`src/hdl/utf8_to_codepoint_decoder_defines.svh`:
```
// ----------------------------------------------------------------------------
// UTF-8 decoder assertion macros
// Shared concurrent assertion forms, clocked on the rising edge and
// disabled while reset is high.
// ----------------------------------------------------------------------------
`ifndef UTF8_TO_CODEPOINT_DECODER_DEFINES_SVH
`define UTF8_TO_CODEPOINT_DECODER_DEFINES_SVH

// Same-cycle implication
`define UTF8DEC_ASSERT_NOW(label, clk, rst, ante, cons, msg) \
   label: assert property (@(posedge clk) disable iff (rst) (ante) |-> (cons)) \
      else $error(msg);

// Next-cycle implication
`define UTF8DEC_ASSERT_NEXT(label, clk, rst, ante, cons, msg) \
   label: assert property (@(posedge clk) disable iff (rst) (ante) |=> (cons)) \
      else $error(msg);

`endif

```
`src/hdl/utf8dec_pkg.sv`:
```
// ----------------------------------------------------------------------------
// UTF-8 decoder package
// Item types, decoder state, status codes, code point limits, lead byte constants and a scalar value check.
// ----------------------------------------------------------------------------
package utf8dec_pkg;

   localparam int CP_WIDTH = 21;

   localparam logic [CP_WIDTH-1:0] REPL_RESET   = 21'd63;
   localparam logic [CP_WIDTH-1:0] SURR_FIRST   = 21'h00D800;
   localparam logic [CP_WIDTH-1:0] SURR_LAST    = 21'h00DFFF;
   localparam logic [CP_WIDTH-1:0] CP_MAX       = 21'h10FFFF;

   // Lead byte patterns: (byte & mask) == code
   localparam logic [7:0] LEAD2_MASK = 8'hE0;
   localparam logic [7:0] LEAD2_CODE = 8'hC0;
   localparam logic [7:0] LEAD3_MASK = 8'hF0;
   localparam logic [7:0] LEAD3_CODE = 8'hE0;
   localparam logic [7:0] LEAD4_MASK = 8'hF8;
   localparam logic [7:0] LEAD4_CODE = 8'hF0;

   typedef enum logic [1:0] {
      STATUS_VALID     = 2'd0,
      STATUS_BAD_LEAD  = 2'd1,
      STATUS_BAD_VALUE = 2'd2,
      STATUS_TRUNCATED = 2'd3
   } status_type;

   typedef struct packed {
      logic [7:0] in_byte;
      logic       end_of_input;
   } req_item_type;

   typedef struct packed {
      logic [CP_WIDTH-1:0] code_point;
      status_type          status;
      logic [1:0]          unconsumed_bytes;
   } rsp_item_type;

   typedef struct packed {
      logic [1:0]          bytes_expected;
      logic [1:0]          bytes_held;
      logic [CP_WIDTH-1:0] partial_value;
   } dec_state_type;

   // Scalar value: not a surrogate and not above the last code point
   function automatic logic cp_is_valid(input logic [CP_WIDTH-1:0] cp);
      return (cp < SURR_FIRST) || ((cp > SURR_LAST) && (cp <= CP_MAX));
   endfunction

endpackage

```
`src/hdl/utf8dec_step.sv`:
```
// ----------------------------------------------------------------------------
// UTF-8 decoder byte step
// Combinational update of the sequence state for one byte, plus the
// result item that the byte causes, if any.
// ----------------------------------------------------------------------------
module utf8dec_step
   import utf8dec_pkg::*;
(
   input  dec_state_type        cur_state,
   input  req_item_type         item,
   input  logic [CP_WIDTH-1:0]  replacement_char,
   output dec_state_type        nxt_state,
   output logic                 res_valid,
   output rsp_item_type         res_item
);

   logic [7:0]          byte_v;
   logic [CP_WIDTH-1:0] shifted;

   assign byte_v  = item.in_byte;
   // Continuation: shift in the low six bits, high bits ignored
   assign shifted = {cur_state.partial_value[CP_WIDTH-7:0], byte_v[5:0]};

   always_comb begin
      nxt_state = cur_state;
      res_valid = 1'b0;
      res_item  = '{code_point: '0, status: STATUS_VALID, unconsumed_bytes: 2'd0};

      if (cur_state.bytes_expected == 2'd0) begin
         // Awaiting a lead byte
         if (!byte_v[7]) begin
            res_valid           = 1'b1;
            res_item.code_point = {{(CP_WIDTH-8){1'b0}}, byte_v};
         end else if ((byte_v & LEAD2_MASK) == LEAD2_CODE) begin
            nxt_state.partial_value  = {{(CP_WIDTH-5){1'b0}}, byte_v[4:0]};
            nxt_state.bytes_expected = 2'd1;
            nxt_state.bytes_held     = 2'd1;
         end else if ((byte_v & LEAD3_MASK) == LEAD3_CODE) begin
            nxt_state.partial_value  = {{(CP_WIDTH-4){1'b0}}, byte_v[3:0]};
            nxt_state.bytes_expected = 2'd2;
            nxt_state.bytes_held     = 2'd1;
         end else if ((byte_v & LEAD4_MASK) == LEAD4_CODE) begin
            nxt_state.partial_value  = {{(CP_WIDTH-3){1'b0}}, byte_v[2:0]};
            nxt_state.bytes_expected = 2'd3;
            nxt_state.bytes_held     = 2'd1;
         end else begin
            res_valid           = 1'b1;
            res_item.code_point = replacement_char;
            res_item.status     = STATUS_BAD_LEAD;
         end
      end else begin
         // Inside a sequence
         nxt_state.partial_value  = shifted;
         nxt_state.bytes_expected = cur_state.bytes_expected - 2'd1;
         nxt_state.bytes_held     = cur_state.bytes_held + 2'd1;
         if (cur_state.bytes_expected == 2'd1) begin
            res_valid = 1'b1;
            if (cp_is_valid(shifted)) begin
               res_item.code_point = shifted;
            end else begin
               res_item.code_point = replacement_char;
               res_item.status     = STATUS_BAD_VALUE;
            end
            nxt_state.bytes_held    = 2'd0;
            nxt_state.partial_value = '0;
         end
      end

      // Stream ends with a sequence still open
      if (item.end_of_input && (nxt_state.bytes_expected != 2'd0)) begin
         res_valid                 = 1'b1;
         res_item.code_point       = '0;
         res_item.status           = STATUS_TRUNCATED;
         res_item.unconsumed_bytes = nxt_state.bytes_held;
         nxt_state                 = '0;
      end
   end

endmodule

```
`src/hdl/utf8_to_codepoint_decoder.sv`:
```
// ----------------------------------------------------------------------------
// UTF-8 to code point decoder
// Takes one byte per item and returns a code point item when a sequence of
// one to four bytes completes. Invalid leads, surrogates and values above
// 0x10FFFF give the programmable replacement character; a sequence left open
// at end of input gives a truncated item carrying its byte count. Bytes are
// taken one per cycle: an item passes through an input register, the byte
// step logic and a result register, so a byte is accepted every cycle while
// the result side keeps up. Continuation bytes are not checked for their
// 10xxxxxx pattern. The replacement register resets to '?' and is written
// through the csr channel; the user must write it only while the decoder is
// idle, as the block itself does not enforce this.
// ----------------------------------------------------------------------------
`include "utf8_to_codepoint_decoder_defines.svh"

module utf8_to_codepoint_decoder
   import utf8dec_pkg::*;
(
   input  logic                clock,
   input  logic                reset,

   input  logic                req_valid,
   output logic                req_ready,
   input  req_item_type        req_item,

   output logic                rsp_valid,
   input  logic                rsp_ready,
   output rsp_item_type        rsp_item,

   input  logic                csr_valid,
   output logic                csr_ready,
   input  logic [CP_WIDTH-1:0] csr_data
);

   logic                in_vld_ff, in_vld_in;
   req_item_type        in_item_ff;
   dec_state_type       state_ff, state_in;
   logic                out_vld_ff, out_vld_in;
   rsp_item_type        out_item_ff;
   logic [CP_WIDTH-1:0] repl_ff;

   logic                step_res_vld;
   rsp_item_type        step_res;
   logic                fire;

   // Byte step logic
   utf8dec_step u_step (
      .cur_state        (state_ff),
      .item             (in_item_ff),
      .replacement_char (repl_ff),
      .nxt_state        (state_in),
      .res_valid        (step_res_vld),
      .res_item         (step_res)
   );

   // The held item moves on when its result, if any, has room
   assign fire      = in_vld_ff && (!step_res_vld || !out_vld_ff || rsp_ready);
   assign req_ready = !in_vld_ff || fire;
   assign in_vld_in = req_valid || (in_vld_ff && !fire);
   assign out_vld_in = (fire && step_res_vld) || (out_vld_ff && !rsp_ready);

   // Input register
   always_ff @(posedge clock) begin
      if (reset) begin
         in_vld_ff <= 1'b0;
      end else if (req_ready) begin
         in_vld_ff <= in_vld_in;
      end
   end

   always_ff @(posedge clock) begin
      if (req_valid && req_ready) begin
         in_item_ff <= req_item;
      end
   end

   // Sequence state
   always_ff @(posedge clock) begin
      if (reset) begin
         state_ff <= '0;
      end else if (fire) begin
         state_ff <= state_in;
      end
   end

   // Result register
   always_ff @(posedge clock) begin
      if (reset) begin
         out_vld_ff <= 1'b0;
      end else begin
         out_vld_ff <= out_vld_in;
      end
   end

   always_ff @(posedge clock) begin
      if (fire && step_res_vld) begin
         out_item_ff <= step_res;
      end
   end

   // Replacement character register
   assign csr_ready = 1'b1;

   always_ff @(posedge clock) begin
      if (reset) begin
         repl_ff <= REPL_RESET;
      end else if (csr_valid && csr_ready) begin
         repl_ff <= csr_data;
      end
   end

   assign rsp_valid = out_vld_ff;
   assign rsp_item  = out_item_ff;

   // Checks
   `UTF8DEC_ASSERT_NOW(a_idle_clean, clock, reset, state_ff.bytes_expected == 2'd0,
      (state_ff.bytes_held == 2'd0) && (state_ff.partial_value == '0),
      "idle decoder holds sequence bytes")
   `UTF8DEC_ASSERT_NOW(a_open_held, clock, reset, state_ff.bytes_expected != 2'd0,
      state_ff.bytes_held != 2'd0, "open sequence with no bytes held")
   `UTF8DEC_ASSERT_NEXT(a_end_idle, clock, reset, fire && in_item_ff.end_of_input,
      state_ff.bytes_expected == 2'd0, "sequence left open after end of input")
   `UTF8DEC_ASSERT_NOW(a_unconsumed, clock, reset, out_vld_ff,
      (out_item_ff.status == STATUS_TRUNCATED) == (out_item_ff.unconsumed_bytes != 2'd0),
      "byte count does not match truncated status")

endmodule

```
`config.mk`:
```
export PLATFORM = sky130hd
export DESIGN_NAME = utf8_to_codepoint_decoder
export DESIGN_NICKNAME = d
export VERILOG_FILES = /design/src/hdl/utf8dec_pkg.sv /design/src/hdl/utf8dec_step.sv /design/src/hdl/utf8_to_codepoint_decoder.sv
export VERILOG_INCLUDE_DIRS = /design/src /design/src/hdl
export SDC_FILE = /design/constraint.sdc
export NUM_CORES = 1
export LEC_CHECK = 0
export ABC_CLOCK_PERIOD_IN_PS = 3400
export BUFFER_PORTS_ARGS = -buffer_cell sky130_fd_sc_hd__clkbuf_2
export CAP_MARGIN = 20
export CORE_ASPECT_RATIO = 1.25
export CORE_UTILIZATION = 25
export DETAILED_ROUTE_END_ITERATION = 7
export SETUP_SLACK_MARGIN = 0.15
export SYNTH_ARGS = -nofsm -noshare
export SYNTH_HDL_FRONTEND = slang
export SYNTH_SLANG_ARGS = --single-unit
export TNS_END_PERCENT = 1
```
`constraint.sdc`:
```
create_clock -name clock -period 3.4 [get_ports clock]
set_input_delay 0.51 -clock clock [delete_from_list [all_inputs] [get_ports clock]]
set_output_delay 0.51 -clock clock [all_outputs]
set_load 0.1 [all_outputs]
```
==> results of run 1 <==
-- per-layer routing --
metal,GRT usage,up-vias,share of wire
met3,0.0345,4,0.052
met4,0.0462,0,0.0081
li1,-,1165,-
met2,0.197,71,0.49
met1,0.138,1082,0.45
met5,0,-,0
-- cell families after synthesis --
logic type / count (synthesis) / share of synthesized area
AO/OA/AOI/OAI: 64 / 0.156
XOR/XNOR: 1 / 0.00267
buffers and inverters: 21 / 0.0328
flip-flops: 76 / 0.568
multiplexers: 31 / 0.0950
other: 1 / 0.00114
AND/OR/NAND/NOR: 92 / 0.144
-- sequential cells by signal, summed over array words and instances (netlist names) --
| signal | cells |
|---|---|
| in_vld_ff | 1 |
| state_ff | 19 |
| rsp_item | 25 |
| in_item_ff | 9 |
| rsp_valid | 1 |
| repl_ff | 21 |
-- stage by stage --
step                total power [mW]  utilization  worst slack (ns)  hold slack, ns
finish                          2.23        0.316             0.910           0.354
global route                    2.33        0.316             0.803           0.344
CTS                             2.25        0.316             0.901           0.342
detailed placement              1.33        0.292              1.01           0.477
global placement                1.32        0.292              1.03           0.472
floorplan                       1.26            -             0.254           0.451
-- worst max-delay path, stage by stage (launching register included) --
cell and delay [ns]:
dfxtp_1 0.66, a41oi_1 0.17, o211ai_1 0.31, clkbuf_2 0.51
-- final cells by class --
cell class	count	area, um2
repair buffers	63	320
multi-input cells	189	1310
well taps	168	210
fillers	1300	8700
clock inverters	3	17.5
clock buffers	13	282
flip-flops and latches	76	1860
inverters	4	15.0
-- cell usage in the layout (no fill, tap or decap), types with 2 or more instances in the layout --
cell type / n
or3_1: 2
clkbuf_16: 10
inv_1: 4
and2_1: 2
and3_1: 2
nand3_1: 4
buf_4: 2
nor2_1: 25
a22o_1: 19
a31oi_1: 2
edfxtp_1: 34
nand2_1: 18
a21oi_1: 10
o21ai_1: 4
clkbuf_2: 61
dfxtp_1: 42
nand2b_1: 20
o21ai_0: 3
mux2i_1: 30
a211o_1: 8
clkbuf_8: 2
clkinv_2: 2
nor2b_1: 9
o2111ai_1: 3
nor3_1: 2
-- power by group --
| group | switching [mW] | internal, mW | leakage (nW) | total (mW) |
|---|---|---|---|---|
| clock network | 0.351 | 0.576 | 0.147 | 0.927 |
| registers | 0.0264 | 1.00 | 0.666 | 1.03 |
| logic | 0.202 | 0.0731 | 0.726 | 0.275 |
-- worst max path at each step --
stage	endpoint	slack [ns]	cells after the start
floorplan	in_item_ff[0]$_DFFE_PP_	0.25	4
global placement	rsp_item[1]$_SDFFCE_PP0P_	1.03	5
detailed placement	rsp_item[16]$_SDFFCE_PN0P_	1.01	5
CTS	req_ready	0.90	4
global route	req_ready	0.80	3
finish	req_ready	0.91	3
==> summary.txt, run 1 <==
Synth
  – Synth top area cells: edfxtp_1 31%, dfxtp_1 26%, mux2i_1 9.2%, a22o_1 5.1%, nand2b_1 3.8%
  – Synth area leader: edfxtp_1
  – Sequential cell area fraction in the yosys report: 0.568
  – Post-Syn Area: 3280 um2
  – Avg Inst Size Synth: 11.5 um2
  – Commonest cells post-synth: 42 x dfxtp_1, 34 x edfxtp_1, 30 x mux2i_1
  – Cells after Synth: 286
  – YS warnings: 0
  – Most common cell in the synthesized netlist: dfxtp_1
  – Netlist cell types: 50
  – Number of flops mapped to enable cells by yosys: 34
  – Mapped Nets: 321
  – Yosys top cell area share: 0.311
  – Top FF cell, synth: dfxtp_1
  – #FFs+latches synth: 76
  – Share of flip-flops with an asynchronous set or reset: 0

Clock network
  – CTS sink cnt: 76
  – CTS Buf Count: 9
  – CTS tree: yes
  – Postcts setup bufs: 0
  – Hold-fix buffers, CTS: 0
  – CTS Root Cell: clkbuf_16
  – Clock transition at path regs: 0.06 ns
  – Htree depth: 3
  – Worst-Skew Late Latency: 0.33 ns
  – Post_cts resized: 0
  – Max Root-Sink Buffers: 2

Floorplanning
  – Die Footprint: 13600 um2
  – Die height: 130 um
  – Rows: 46
  – I/O Pins: 63
  – Die Wd: 104 um
  – Core Area: 12700 um2
  – Initial Utilization: 0.258

Routing
  – # DRC: 0
  – Wire per inst: 14.3 um
  – Via density: 4.50
  – Drt pass-1 iters: 4
  – Post-Route WL: 7.38 mm
  – Routed via count: 2322
  – 1st-iter DRT viols: 156
  – Antenna-violating nets left: 0

GRT
  – First-pass GRT wire length: 12.0 mm
  – All-layer global routing usage: 0.116
  – Vias in the first global route: 2392
  – Initial antenna violation count: 0
  – Pin count of the biggest net entering global routing: 28
  – Gr ovfl total: 0

STA
  – Setup violations, final: 0
  – Fmax: 0.402 GHz
  – RSZ-0062 raised after global routing: no
  – Clk_skew: 0.00595 ns
  – Worst slew pin tran: 0.938 ns
  – Endpoints failing hold: 0
  – Max-slew violation count: 0
  – Setup TNS: 0 ns
  – Minimum clock period: 2.49 ns
  – Slew headroom: 0.372
  – Final cycle utilization of the critical path: 0.732

Run
  – Max-cap violations: 0

Layout
  – Fin cells: 516
  – Ant diodes: 0
  – Layout area overhead: 22.6%
  – Layout cells sized above 1: 0.244
  – Nets: 378
  – Post-route cell area: 4020 um2

Placement
  – DP Cell Count: 500
  – Placer Congestion: 0.845
  – PortBufs: 61
  – Area post-placement: 3720 um2
  – Post-DP HPWL: 5.28 mm

Critical path
  – Req. time, crit path: 2.89 ns
  – WP data arrival: 1.98 ns
  – Reg-to-Reg End: rsp_item[13]$_SDFFCE_PN0P_
  – Critical path origin: state_ff[24]$_SDFFE_PP0P_
  – Crit. End Element: primary output
  – Setup crit start kind: flip-flop
  – R2r worst-path depth: 4
  – Worst reg-to-reg setup slack: 1.02 ns
  – Worst reg2reg startpoint: in_item_ff[6]$_DFFE_PP_
  – CP Class: flip-flop to primary output
  – CP max FO: 17

Status
  – Status: completed

Min path
  – HP Class: primary input to flip-flop
  – Hold path depth: 1
  – Hold Crit Start: req_item[8]
  – WHS Endpoint: in_item_ff[8]$_DFFE_PP_

Power and ir drop
  – PD cells: 555 nW/um2
  – Static leakage: 1.54 nW
  – Worst VDD drop: 0.218 mV
No activity file was read; power rests on OpenSTA's default activity.
==> run 2: changes to the inputs <==
--- a/config.mk
+++ b/config.mk
@@ -6,7 +6,7 @@
 export SDC_FILE = /design/constraint.sdc
 export NUM_CORES = 1
 export LEC_CHECK = 0
-export ABC_CLOCK_PERIOD_IN_PS = 3400
+export ABC_CLOCK_PERIOD_IN_PS = 2300
 export BUFFER_PORTS_ARGS = -buffer_cell sky130_fd_sc_hd__clkbuf_2
 export CAP_MARGIN = 20
 export CORE_ASPECT_RATIO = 1.25
==> constraint.sdc (replaced) <==
create_clock -name clock -period 2.3 [get_ports clock]
set_input_delay 0.345 -clock clock [delete_from_list [all_inputs] [get_ports clock]]
set_output_delay 0.345 -clock clock [all_outputs]
set_load 0.1 [all_outputs]
==> summary.txt, run 2 (synthesis results as in run 1) <==
Critical path
  – Reg-to-Reg End: rsp_item[8]$_SDFFCE_PN0P_
  – R2r worst-path depth: 4
  – Worst reg-to-reg setup slack: 0.22 ns
  – CP Class: flip-flop to flip-flop
  – Setup crit start kind: flip-flop
  – WP data arrival: 2.16 ns
  – Crit. End Element: flip-flop
  – CP max FO: 6
  – Worst reg2reg startpoint: state_ff[10]$_SDFFE_PP0P_
  – Req. time, crit path: 2.38 ns

STA
  – RSZ-0062 raised after global routing: yes
  – Endpoints failing hold: 0
  – Final cycle utilization of the critical path: 0.904
  – Minimum clock period: 2.08 ns
  – Clk_skew: 0.00552 ns
  – Fmax: 0.481 GHz
  – Worst slew pin tran: 0.837 ns
  – Setup TNS: 0 ns
  – Slew headroom: 0.440
  – Setup violations, final: 0
  – Max-slew violation count: 0

Placement
  – DP Cell Count: 507
  – Placer Congestion: 0.858
  – Post-DP HPWL: 5.45 mm
  – PortBufs: 61

GRT
  – First-pass GRT wire length: 12.2 mm
  – Met1 usage: 0.141
  – Met2 Use GR: 0.199
  – Initial antenna violation count: 0
  – Met3 usage: 0.0265
  – All-layer global routing usage: 0.116
  – Vias in the first global route: 2383
  – Pin count of the biggest net entering global routing: 45
  – Gr ovfl total: 0
  – GR peak layer: met2

Routing
  – Antenna-violating nets left: 0
  – Post-Route WL: 7.52 mm
  – Routed via count: 2394
  – Drt pass-1 iters: 4
  – 1st-iter DRT viols: 96
  – # DRC: 0
  – Wire per inst: 14.4 um
  – Via density: 4.57

Floorplanning
  – Rows: 46
  – Die height: 130 um
  – Die Wd: 104 um
  – Die Footprint: 13600 um2
  – Initial Utilization: 0.258
  – Core Area: 12700 um2
  – I/O Pins: 63

Min path
  – HP Class: primary input to flip-flop
  – Hold path depth: 1
  – WHS Endpoint: in_item_ff[0]$_DFFE_PP_
  – Hold Crit Start: req_item[0]

Layout
  – Most frequent cells in the layout: 60 x clkbuf_2, 41 x dfxtp_1, 34 x edfxtp_1
  – Layout cells sized above 1: 0.278
  – FF+latch area: 1860 um2
  – Most common cell after layout, fill and taps aside: clkbuf_2
  – Fin cells: 524
  – Layout area overhead: 27.3%
  – Nets: 386
  – Number of flip-flops in the largest register: 25
  – Fill cells: 1266
  – Ant diodes: 0
  – Multi-input logic area: 1330 um2

Power and ir drop
  – Static leakage: 1.61 nW
  – PD cells: 881 nW/um2
  – Worst VDD drop: 0.385 mV

Clock network
  – CTS tree: yes
  – Htree depth: 3
  – Worst-Skew Late Latency: 0.33 ns
  – Clock transition at path regs: 0.06 ns
  – CTS Root Cell: clkbuf_16
  – CTS sink cnt: 76
  – CTS Buf Count: 9
  – Max Root-Sink Buffers: 2
  – Hold-fix buffers, CTS: 0

Run
  – Max-cap violations: 0

Status
  – Status: completed
[run 2: final cells by class]
| cell class | instances | area share |
|---|---|---|
| clock buffer | 10 | 0.0573 |
| clock inverter | 6 | 0.0324 |
| inverter | 4 | 0.00360 |
| multi-input combinational | 189 | 0.317 |
| sequential | 76 | 0.446 |
| tap | 168 | 0.0504 |
| timing repair buffer | 71 | 0.0926 |
[run 2: what timing repair did]
item / CTS / global route
gates resized for setup: 1 / 1
hold endpoints to repair: 0 / 0
gates cloned: 0 / 0
pin swaps: 0 / 1
endpoints found under the setup margin: 1 / 20
setup buffers: 0 / 1
[run 2: worst max-delay path: stages, from the launching register on]
cell and delay [ns]:
dfxtp_1 0.35, or4_4 0.58, o311ai_0 0.41, a21oi_1 0.26, a22o_1 0.24
[run 2: worst max path at each step]
stage	startpoint	endpoint	slack [ns]	depth (start not counted)
after global routing	state_ff[10]$_SDFFE_PP0P_	rsp_item[8]$_SDFFCE_PN0P_	0.10	4
after global placement	state_ff[10]$_SDFFE_PP0P_	rsp_item[4]$_SDFFCE_PN0P_	0.23	4
after detailed placement	state_ff[10]$_SDFFE_PP0P_	rsp_item[16]$_SDFFCE_PN0P_	0.20	4
final	state_ff[10]$_SDFFE_PP0P_	rsp_item[8]$_SDFFCE_PN0P_	0.22	4
after floorplan	in_item_ff[5]$_DFFE_PP_	in_item_ff[0]$_DFFE_PP_	-0.73	4
after CTS	in_item_ff[6]$_DFFE_PP_	req_ready	0.19	4
[run 2: report_power, final]
group / switching [mW] / internal (mW) / total [mW]
Clock: 0.539 / 1.20 / 1.74
Combinational: 0.299 / 0.116 / 0.415
Sequential: 0.0426 / 1.48 / 1.52
[run 2: layer usage]
layer  up-vias  wire length, um  share of wire
met1      1133             3310           0.44
met4         0              122          0.016
met5         -                0              0
met2        69             3750           0.50
li1       1180                -              -
met3        12              335          0.045
[run 2: metrics by stage]
stage,power [mW],cell area [um2],setup WS [ns],hold WS [ns],util
floorplan,1.87,3300,-0.734,0.444,-
global placement,1.96,3790,0.227,0.470,0.298
detailed placement,1.97,3790,0.197,0.474,0.298
CTS,3.71,4170,0.188,0.177,0.327
global route,3.79,4170,0.104,0.176,0.328
finish,3.68,4170,0.222,0.184,0.328
